### config.mk
export PLATFORM = sky130hd
export DESIGN_NAME = ppm_envelope_block_peak_core
export DESIGN_NICKNAME = d
export VERILOG_FILES = /design/src/hdl/ppm_ebp_pkg.sv /design/src/hdl/ppm_ebp_upd.sv /design/src/hdl/ppm_envelope_block_peak_core.sv
export SDC_FILE = /design/constraint.sdc
export NUM_CORES = 2
export LEC_CHECK = 0
export BUFFER_PORTS_ARGS = -buffer_cell sky130_fd_sc_hd__buf_4
export CORE_ASPECT_RATIO = 0.6
export CORE_MARGIN = 2
export CORE_UTILIZATION = 70
export DETAILED_ROUTE_END_ITERATION = 10
export PLACE_DENSITY = 0.89
export SLEW_MARGIN = 20
export SYNTH_ARGS = -nofsm -noshare
export SYNTH_HDL_FRONTEND = slang
export SYNTH_HIERARCHICAL = 1
export SYNTH_SLANG_ARGS = --single-unit
### constraint.sdc
create_clock -name clk -period 31.6 [get_ports clk]
set_input_delay 4.74 -clock clk [delete_from_list [all_inputs] [get_ports clk]]
set_output_delay 4.74 -clock clk [all_outputs]
set_load 0.05 [all_outputs]
### src/hdl/ppm_ebp_pkg.sv
// Shared types and constants for the per-channel peak program meter.
// Holds the item structs and the fixed widths; no dependencies.
`timescale 1ns / 1ps
`default_nettype none

package ppm_ebp_pkg;

	// Number of channels with their own envelope and block peak.
	localparam int CHANNELS = 8;
	localparam int CH_IDX_W = $clog2(CHANNELS);

	localparam int SMP_W   = 16;
	localparam int CH_W    = 3;
	localparam int ENV_W   = 24;   // 16.8 envelope
	localparam int ALPHA_W = 24;   // Q0.24 coefficient
	localparam int OUT_W   = 16;

	// Configuration register indexes.
	localparam logic REG_ALPHA_ATTACK  = 1'b0;
	localparam logic REG_ALPHA_RELEASE = 1'b1;

	localparam logic [ALPHA_W-1:0] ALPHA_ATTACK_RST  = 24'd76722;
	localparam logic [ALPHA_W-1:0] ALPHA_RELEASE_RST = 24'd513;

	typedef struct packed {
		logic signed [SMP_W-1:0] sample;
		logic [CH_W-1:0]         channel;
		logic                    block_start;
	} smp_t;

	typedef struct packed {
		logic [CH_W-1:0]  out_channel;
		logic [OUT_W-1:0] envelope;
		logic [OUT_W-1:0] block_peak;
	} res_t;

endpackage

`default_nettype wire

### src/hdl/ppm_ebp_upd.sv
// Envelope update datapath: one attack or release step of a 16.8 envelope.
// Depends on ppm_ebp_pkg for widths.
`timescale 1ns / 1ps
`default_nettype none

module ppm_ebp_upd (
	input  wire logic [ppm_ebp_pkg::ENV_W-1:0]   env,
	input  wire logic [ppm_ebp_pkg::OUT_W-1:0]   mag,
	input  wire logic [ppm_ebp_pkg::ALPHA_W-1:0] alpha_attack,
	input  wire logic [ppm_ebp_pkg::ALPHA_W-1:0] alpha_release,
	output logic      [ppm_ebp_pkg::ENV_W-1:0]   env_next
);

	logic [ppm_ebp_pkg::ENV_W-1:0]                         mag8;
	logic                                                  attack;
	logic [ppm_ebp_pkg::ENV_W-1:0]                         opnd;
	logic [ppm_ebp_pkg::ALPHA_W-1:0]                       coef;
	logic [ppm_ebp_pkg::ALPHA_W+ppm_ebp_pkg::ENV_W-1:0]    prod;
	logic [ppm_ebp_pkg::ENV_W-1:0]                         prod_hi;
	logic                                                  frac_nz;

	// The attack blend a*m + (1-a)*e equals e + a*(m-e), and the release
	// product e*(1-a) equals e - ceil(e*a), so one multiplier serves both.
	assign mag8    = {mag, 8'd0};
	assign attack  = (env <= mag8);
	assign opnd    = attack ? (mag8 - env) : env;
	assign coef    = attack ? alpha_attack : alpha_release;
	assign prod    = {{ppm_ebp_pkg::ENV_W{1'b0}}, coef} * {{ppm_ebp_pkg::ALPHA_W{1'b0}}, opnd};
	assign prod_hi = prod[ppm_ebp_pkg::ALPHA_W+ppm_ebp_pkg::ENV_W-1:ppm_ebp_pkg::ALPHA_W];
	assign frac_nz = |prod[ppm_ebp_pkg::ALPHA_W-1:0];

	assign env_next = attack ? (env + prod_hi)
	                         : (env - prod_hi - {{(ppm_ebp_pkg::ENV_W-1){1'b0}}, frac_nz});

endmodule

`default_nettype wire

### src/hdl/ppm_envelope_block_peak_core.sv
// Per-channel peak program meter, top level. An accepted item passes through
// the input register, then the result register, where res_valid shows it.
// Throughput: one item per cycle while res_stall does not hold the output, set
// by the single read-modify-write of the per-channel envelope and peak
// registers, which holds even on one channel.
// Reset: arst_n clears both pipeline valids, all envelopes and block peaks,
// and loads the default attack and release coefficients.
`timescale 1ns / 1ps
`default_nettype none

module ppm_envelope_block_peak_core (
	input  wire logic               clk,
	input  wire logic               arst_n,
	// Sample channel.
	input  wire logic               smp_valid,
	output logic                    smp_stall,
	input  wire ppm_ebp_pkg::smp_t  smp,
	// Result channel.
	output logic                    res_valid,
	input  wire logic               res_stall,
	output ppm_ebp_pkg::res_t       res,
	// Configuration port.
	input  wire logic               psel,
	input  wire logic               penable,
	input  wire logic               pwrite,
	input  wire logic [2:0]         paddr,
	input  wire logic [31:0]        pwdata,
	output logic [31:0]             prdata,
	output logic                    pready
);

	// Coefficient registers.
	logic [ppm_ebp_pkg::ALPHA_W-1:0] alpha_attack_q;
	logic [ppm_ebp_pkg::ALPHA_W-1:0] alpha_release_q;

	// Per-channel state: envelope and block peak, both 16.8.
	logic [ppm_ebp_pkg::ENV_W-1:0] env_q  [ppm_ebp_pkg::CHANNELS];
	logic [ppm_ebp_pkg::ENV_W-1:0] peak_q [ppm_ebp_pkg::CHANNELS];

	// Stage 1 holds the accepted item; stage 2 is the result register.
	ppm_ebp_pkg::smp_t smp_s1;
	logic              vld_s1;
	ppm_ebp_pkg::res_t res_s2;
	logic              vld_s2;

	logic                                   load_s2;
	logic [ppm_ebp_pkg::CH_IDX_W-1:0]       idx;
	logic                                   in_range;
	logic [ppm_ebp_pkg::OUT_W-1:0]          sample_u;
	logic [ppm_ebp_pkg::OUT_W-1:0]          mag;
	logic [ppm_ebp_pkg::ENV_W-1:0]          env_cur;
	logic [ppm_ebp_pkg::ENV_W-1:0]          env_next;
	logic [ppm_ebp_pkg::ENV_W-1:0]          peak_base;
	logic [ppm_ebp_pkg::ENV_W-1:0]          peak_next;
	logic                                   commit;
	logic                                   cfg_wr;

	// The APB port never waits. Registers decode on address bit 2 alone.
	assign pready = 1'b1;
	assign cfg_wr = psel && penable && pwrite && pready;

	always_comb begin
		unique case (paddr[2])
			ppm_ebp_pkg::REG_ALPHA_ATTACK:  prdata = {8'd0, alpha_attack_q};
			ppm_ebp_pkg::REG_ALPHA_RELEASE: prdata = {8'd0, alpha_release_q};
			default:                        prdata = 32'd0;
		endcase
	end

	always_ff @(posedge clk or negedge arst_n) begin
		if (!arst_n) begin
			alpha_attack_q  <= ppm_ebp_pkg::ALPHA_ATTACK_RST;
			alpha_release_q <= ppm_ebp_pkg::ALPHA_RELEASE_RST;
		end else if (cfg_wr) begin
			if (paddr[2] == ppm_ebp_pkg::REG_ALPHA_RELEASE) begin
				alpha_release_q <= pwdata[ppm_ebp_pkg::ALPHA_W-1:0];
			end else begin
				alpha_attack_q <= pwdata[ppm_ebp_pkg::ALPHA_W-1:0];
			end
		end
	end

	// The result register loads whenever it is empty or being taken, and
	// stage 1 moves with it. An item is therefore held back only while a
	// finished result waits and a second item already sits in stage 1.
	assign load_s2   = !vld_s2 || !res_stall;
	assign smp_stall = vld_s1 && !load_s2;

	always_ff @(posedge clk or negedge arst_n) begin
		if (!arst_n) begin
			vld_s1 <= 1'b0;
		end else if (!smp_stall) begin
			vld_s1 <= smp_valid;
		end
	end

	always_ff @(posedge clk) begin
		if (!smp_stall && smp_valid) begin
			smp_s1 <= smp;
		end
	end

	// Magnitude of the sample; the most negative code maps to 32768.
	assign sample_u = smp_s1.sample;
	assign mag      = smp_s1.sample[ppm_ebp_pkg::SMP_W-1] ? (~sample_u + 16'd1) : sample_u;

	assign idx      = smp_s1.channel[ppm_ebp_pkg::CH_IDX_W-1:0];
	assign in_range = (int'(smp_s1.channel) < ppm_ebp_pkg::CHANNELS);
	assign env_cur  = env_q[idx];

	ppm_ebp_upd u_upd (
		.env           (env_cur),
		.mag           (mag),
		.alpha_attack  (alpha_attack_q),
		.alpha_release (alpha_release_q),
		.env_next      (env_next)
	);

	// A block start drops the old peak, so the peak restarts at this envelope.
	assign peak_base = smp_s1.block_start ? '0 : peak_q[idx];
	assign peak_next = (env_next > peak_base) ? env_next : peak_base;

	// State is written as the item moves into the result register, so the
	// next item in stage 1 already sees it, even on the same channel.
	assign commit = vld_s1 && load_s2 && in_range;

	always_ff @(posedge clk or negedge arst_n) begin
		if (!arst_n) begin
			for (int i = 0; i < ppm_ebp_pkg::CHANNELS; i++) begin
				env_q[i]  <= '0;
				peak_q[i] <= '0;
			end
		end else if (commit) begin
			env_q[idx]  <= env_next;
			peak_q[idx] <= peak_next;
		end
	end

	always_ff @(posedge clk or negedge arst_n) begin
		if (!arst_n) begin
			vld_s2 <= 1'b0;
		end else if (load_s2) begin
			vld_s2 <= vld_s1;
		end
	end

	always_ff @(posedge clk) begin
		if (load_s2 && vld_s1) begin
			res_s2.out_channel <= smp_s1.channel;
			res_s2.envelope    <= in_range ? env_next[ppm_ebp_pkg::ENV_W-1:8] : '0;
			res_s2.block_peak  <= in_range ? peak_next[ppm_ebp_pkg::ENV_W-1:8] : '0;
		end
	end

	assign res_valid = vld_s2;
	assign res       = res_s2;

endmodule

`default_nettype wire

Yosys cells after proc, flatten, opt, wreduce, memory -nomap -nowiden:

Cells that the tools add are included.

* add/sub/neg operators: 5
* multipliers: 1
* div/mod/pow operators: 0
* order comparisons: 4
* equality and inequality tests: 0
* shift-type cells: 0
* mux-type cells: 17
* bitwise operators: 3
* reduce and logical (&&, ||, !) cells: 14

Operators by type and width (count)
* $bwmux W192: 2
* $mux W24: 10
* $bmux W24 S3: 2
* $demux W24 S3: 1
* $pmux W32 S2: 1
* $mul A24 B24 Y48: 1
* $sub A24 B24 Y24: 2
* $add A24 B24 Y24: 1
* $gt A24 B24 Y1: 1
* $le A24 B24 Y1: 1
* $reduce_or A24 Y1: 1
* $sub A24 B1 Y24: 1
* $add A16 B1 Y16 const B: 1
* $mux W16: 1
* $not A16 Y16: 1
* $logic_and A1 B1 Y1: 6
* $ge A4 B4 Y1 const B: 1
* $logic_not A1 Y1: 4
* $lt A4 B1 Y1 const B: 1
* $not A3 Y4: 1
* $reduce_and A2 Y1: 2
* $logic_or A1 B1 Y1: 1
* $not A1 Y1: 1

* flip-flop bits (word level): 489
* bits in latches: 0
* memory bits (writable): 0
* ROM bits: 0
* bits of input ports: 62
* output and inout bits: 70
* logic and storage cells: 70
* memories: 0

Logic depth before layout (Yosys ltp):

* depth after elaboration: 13
* depth in mapped cells: 72
* depth with buffers taken out: 64

By module:

The synthesis kept the hierarchy.

By module, submodules not included
* ppm_ebp_upd: instances 1, cells each 2859, area each 23212.3 um^2, seq. area each 0.0 um^2
* ppm_envelope_block_peak_core: instances 1, cells each 1700, area each 21192.8 um^2, seq. area each 12525.8 um^2

Worst setup path before layout:

No wires, ideal clock.

* path kind: register to register
* from: register smp_s1, in the netlist idx[2]
* to: register res_s2, in the netlist res[0] (data pin)
* library setup time: 0.262 ns
* arrival: 15.725 ns
* data required time: 31.338 ns
* slack: 15.613 ns
* cell stages (with the launch flop): 68
* path buffers: 10
* clock period less this slack: 15.987 ns
* cells stage by stage: edfxtp_1 > buf_2 > nor3_1 > buf_2 > buf_2 > buf_1 > a22oi_1 > nand4_1 > inv_1 > clkbuf_1 > ha_1 > nor4b_4 > a2111oi_2 > nor3_2 > o31ai_4 > o21ai_2 > a21oi_2 > o21a_1 > (+32 left out) > a31o_2 > a211oi_1 > o21bai_1 > a21o_1 > a21o_1 > a21oi_1 > xnor2_1 > nor2_1 > a21oi_1 > ha_1 > nand4_1 > nor3_2 > and3_1 > and2_1 > a31oi_4 > buf_8 > mux2i_4 > inv_1

* longest elaborated chain between the ends: 12
* elaborated cells on any way between the ends: 20
* classes of those cells: add/sub: 4; mul: 1; order compare: 2; mux: 11; bitwise: 1; reduce/logical: 1

RTL lines
* start, declared: RTL line ppm_envelope_block_peak_core.sv:41 `ppm_ebp_pkg::smp_t smp_s1;`
* start signal, assigned: RTL line ppm_envelope_block_peak_core.sv:99 `smp_s1 <= smp;`
* $not A3 Y4 (not written as such) (*): RTL line ppm_envelope_block_peak_core.sv:109 `assign env_cur = env_q[idx];`
* $bmux W24 S3 (*): RTL line ppm_envelope_block_peak_core.sv:109
* $mux W24 (not written as such) (*) (2 in series): RTL line ppm_envelope_block_peak_core.sv:109
* net env_cur (one bit): RTL line ppm_envelope_block_peak_core.sv:51 `logic [ppm_ebp_pkg::ENV_W-1:0] env_cur;`
* $sub A24 B24 Y24 or $le A24 B24 Y1 (tied branches): RTL line ppm_ebp_upd.sv:26, ppm_ebp_upd.sv:25
* $mux W24, on equally long branches: RTL line ppm_ebp_upd.sv:26, ppm_ebp_upd.sv:27
* $mul A24 B24 Y48: RTL line ppm_ebp_upd.sv:28 `assign prod = {{ppm_ebp_pkg::ENV_W{1'b0}}, coef} * {{ppm_ebp_pkg::ALPHA_W{1'b0}}, opnd};`
* $sub A24 B24 Y24 or $reduce_or A24 Y1 (tied branches): RTL line ppm_ebp_upd.sv:33, ppm_ebp_upd.sv:30
* $sub A24 B1 Y24: RTL line ppm_ebp_upd.sv:33 `: (env - prod_hi - {{(ppm_ebp_pkg::ENV_W-1){1'b0}}, frac_nz});`
* $mux W24 (*): RTL line ppm_ebp_upd.sv:32 `assign env_next = attack ? (env + prod_hi)`
* net env_next (one bit): RTL line ppm_envelope_block_peak_core.sv:52 `logic [ppm_ebp_pkg::ENV_W-1:0] env_next;`
* $gt A24 B24 Y1 (*): RTL line ppm_envelope_block_peak_core.sv:121 `assign peak_next = (env_next > peak_base) ? env_next : peak_base;`
* $mux W24 (*): RTL line ppm_envelope_block_peak_core.sv:121
* net peak_next (one bit): RTL line ppm_envelope_block_peak_core.sv:54 `logic [ppm_ebp_pkg::ENV_W-1:0] peak_next;`
* end, declared: RTL line ppm_envelope_block_peak_core.sv:43 `ppm_ebp_pkg::res_t res_s2;`

Mark *: on every way through the listed nets, which the timed path passes. The rest lies on a longest branch. The select of a mux whose other input is x is not followed.
A chain may end at the register's enable or synchronous reset.

Final worst setup path:

* from: register smp_s1, in the netlist idx[1]
* to: register res_s2, in the netlist res[8] (data pin)

The elaborated chain is that of the path after synthesis.

==> summary by stage <==
Outcome
The run finished with clean final reports.

Critical path
The endpoint class of the critical path is a register. Measured in cells, the most critical reg-to-reg path has a length of 62. The slowest stage of the critical path belongs to the cell sky130_fd_sc_hd__mux2i_2. The largest stage delay on the critical path is 970 ps. The launching element type of the critical path is a register. In this design, the critical path's most frequently occurring cell is sky130_fd_sc_hd__inv_1. For the worst setup path, the data required time is 31950 ps.

Of all nets on the critical path, the largest fanout is 61. The worst setup path is of the reg2reg kind. The data arrival at the endpoint of the critical path is 21800 ps.

STA
The final critical path takes up 67.9% of the cycle. Setup violations remaining at the end of the flow were counted as 0. The post-route clock skew is 41.6 ps. The shortest period the worst path allows is 21460 ps.

The actual slew at the worst max-slew pin is 1220 ps. The sum of negative setup slack is 0 ps. The maximum operating frequency is 46.6 MHz. The number of pins with negative max-slew slack in the final report is 0.

The remaining max-slew budget at the tightest pin is 17.5%. Final hold analysis gives a worst-case slack of 510 ps. The final hold violation count is 0. Setup repair after global routing left no endpoint under its margin.

Clock tree
The clock tree root driver cell is sky130_fd_sc_hd__clkbuf_16. The clock latency of the later-clocked register in the worst-skew pair is 630 ps. The clock tree from TritonCTS is yes. For this design, the CTS-stage hold fixing added 0 buffers. The maximum buffer depth of the clock tree is 3.

The number of gates given a new drive strength after cts is 0. TritonCTS created 46 clock buffers. The number of sinks on the clock net is 489. The number of H-tree levels is 2. After clock tree synthesis, the clock-pin slew on the worst setup and hold paths is 70 ps. The number of setup buffers added after CTS is 0.

Yosys
The share of the synthesized netlist area taken by xor and xnor gates is 2.31%. The share of cell area taken by muxes after synthesis is 8.28%. The main combinational cell family by area after synthesis is adder cells. By area the synthesized netlist is led by sky130_fd_sc_hd__dfrtp_1 24%, sky130_fd_sc_hd__fa_1 22%, sky130_fd_sc_hd__ha_1 8.0%. The number of enable-type register cells in the synthesized netlist is 55.

The number of cells produced by synthesis is 4559. The share of async-settable or async-resettable flops after synthesis is 88.8%. Summing the areas of all and, or, nand and nor instances in the mapped netlist gives 11.4% of the synthesized area.

The synthesized netlist devotes 11.5% of its cell area to compound gates. Each instance of the synthesized netlist takes up on average 9.74 µm². The dominant register cell in the synthesized netlist is sky130_fd_sc_hd__dfrtp_1.

After synthesis the netlist holds a flip-flop and latch count of 489. The yosys synthesis warning count is 6. For this run, the register share of the synthesized area comes to 28.2%.

Counting distinct cell types in the post-synthesis netlist gives 88. After Yosys synthesis, full adders, half adders and majority gates account for 29.8% of the synthesized area. The cell type with the largest total area after synthesis is sky130_fd_sc_hd__dfrtp_1.

In this run the biggest area consumer among cell types represents 23.8% of the synthesized area. The total standard cell area after synthesis is 44400 µm².

Die
From left edge to right edge, the die measures 329 µm. Row generation in the floorplan step produced 71 rows. For this configuration, the core starts out at a cell density of 70.8%. In this run the standard cell core region covers 62700 µm². The die height is 199 µm. The die footprint is 65500 µm². Pin placement for this block handled 132 I/O pins.

Drt
For this run, the detailed router's first-pass iteration total came to 7. The overall routed net length is 125 mm. The total vias in the final route is 35455.

The number of nets with antenna violations after detailed routing is 0. The vias per cell is 6.48. After detailed routing, the number of remaining DRC violations is 0. Dividing the detail-routed wire length by the instance count gives 22.9 µm. The violation count after the first detailed-routing iteration is 4678.

Min path
The cell depth of the worst hold path is 1. The class of the tightest hold or removal check is reg2reg.

Final layout
The share of cells above drive strength 1 is 14.3%. The library cells used most frequently in the layout, excluding fill and tap cells, are 699 x sky130_fd_sc_hd__inv_1, 485 x sky130_fd_sc_hd__fa_1, 481 x sky130_fd_sc_hd__nor2_1. After the last flow step, the layout net total stands at 5423. 0 antenna diodes ended up in the layout. The area added between synthesis and finish is 7.50%. The commonest non-fill, non-tap cell in the layout is sky130_fd_sc_hd__inv_1.

Global route
The layer with the highest usage after global routing is met2. For met2 alone, demand over resource in global routing was 57.0%. In the global route stage, met1 resource usage came out at 51.7%. The total track usage is 38.6%. The pin count of the biggest net entering global routing is 183. The initial antenna violation count is 1. The total global routing overflow is 0. The number of global-route vias before repair is 36576.

The met3 routing resource usage after global routing is 15.6%. The wire length of the first global-routing pass is 197 mm.

Flow run
Max-cap violations in this run came to 0.

Placement
Detailed placement ended at an HPWL of 88.4 mm. The count of buffers added on input and output ports is 112. The final estimated routing congestion in global placement is 0.971.
==> state kept, by name (all words and copies together) (netlist names) <==
signal / cells
vld_s1: 1
sample_u: 16
alpha_attack_q: 24
alpha_release_q: 24
peak_q: 192
env_q: 192
res: 35
smp_s1: 1
idx: 3
res_valid: 1
==> cell usage after synthesis (44+ instances only) <==
| cell type | count |
|---|---|
| sky130_fd_sc_hd__a21oi_1 | 291 |
| sky130_fd_sc_hd__mux2_2 | 269 |
| sky130_fd_sc_hd__xnor2_1 | 85 |
| sky130_fd_sc_hd__o21ai_0 | 60 |
| sky130_fd_sc_hd__buf_2 | 96 |
| sky130_fd_sc_hd__clkbuf_1 | 86 |
| sky130_fd_sc_hd__a31oi_1 | 46 |
| sky130_fd_sc_hd__and3_1 | 44 |
| sky130_fd_sc_hd__nor2_1 | 483 |
| sky130_fd_sc_hd__nand2_1 | 437 |
| sky130_fd_sc_hd__a21o_1 | 48 |
| sky130_fd_sc_hd__edfxtp_1 | 55 |
| sky130_fd_sc_hd__a22oi_1 | 160 |
| sky130_fd_sc_hd__dfrtp_1 | 423 |
| sky130_fd_sc_hd__ha_1 | 283 |
| sky130_fd_sc_hd__fa_1 | 485 |
| sky130_fd_sc_hd__inv_1 | 699 |
==> worst max-delay path: cells and delay by family, from the launching register on <==
family                     cells  cell delay [ps]
AOI/OAI and AO/OA             17             5500
xor gates and xnor gates       1              160
adders and majority gates     13             5960
buffers and inverters         13             2680
DFF                            1              700
muxes                          2             1450
and+or+nand+nor               16             4530
==> cells by family (layout without fill, tap and decap cells) <==
family | Yosys count | count (layout)
xor gates and xnor gates | 113 | 113
other | 2 | 9
DFF | 489 | 489
and+or+nand+nor | 1172 | 1172
muxes | 310 | 310
adders and majority gates | 768 | 768
buffers and inverters | 926 | 991
AOI/OAI and AO/OA | 779 | 779
==> per-layer routing <==
metal | wire length, µm | part of all wire [%] | vias up
li1 | - | - | 14998
met1 | 46700 | 37 | 17550
met2 | 54300 | 43 | 2404
met3 | 19300 | 15 | 503
met4 | 4810 | 3.8 | 0
met5 | 0 | 0 | -
==> layout make-up <==
class / instances / area, µm²
Clock buffer: 70 / 1390
Clock inverter: 16 / 258
Fill cell: 3867 / 15000
Inverter: 699 / 2620
Multi-Input combinational cell: 3151 / 28300
Sequential cell: 489 / 12500
Tap cell: 839 / 1050
Timing Repair Buffer: 206 / 1570
==> per-stage QoR <==
stage          cells  setup WS (ps)  utilization (%)  instance area [µm²]
2_1_floorplan   4566          15610                -                44400
3_3_place_gp    5384          11250             73.4                46100
3_5_place_dp    5384          10830             73.4                46100
4_1_cts         5470          10620             76.1                47700
5_1_grt         5470           9260             76.1                47700
6_report        5470          10140             76.1                47700
==> final timing paths <==
kind,from,slack (ps),to
max reg2reg,idx[1]$_DFFE_PP_,10140,res[8]$_DFFE_PP_
min in group asynchronous,arst_n,4080,peak_q[93]$_DFFE_PN0P_
max in group asynchronous,arst_n,25440,peak_q[125]$_DFFE_PN0P_
max,idx[1]$_DFFE_PP_,10140,res[8]$_DFFE_PP_
min,env_q[164]$_DFFE_PN0P_,510,env_q[164]$_DFFE_PN0P_
min reg2reg,env_q[164]$_DFFE_PN0P_,510,env_q[164]$_DFFE_PN0P_
Power is not shown: default switching activity piles up to over one toggle a cycle in this logic, so the estimate is an artifact.
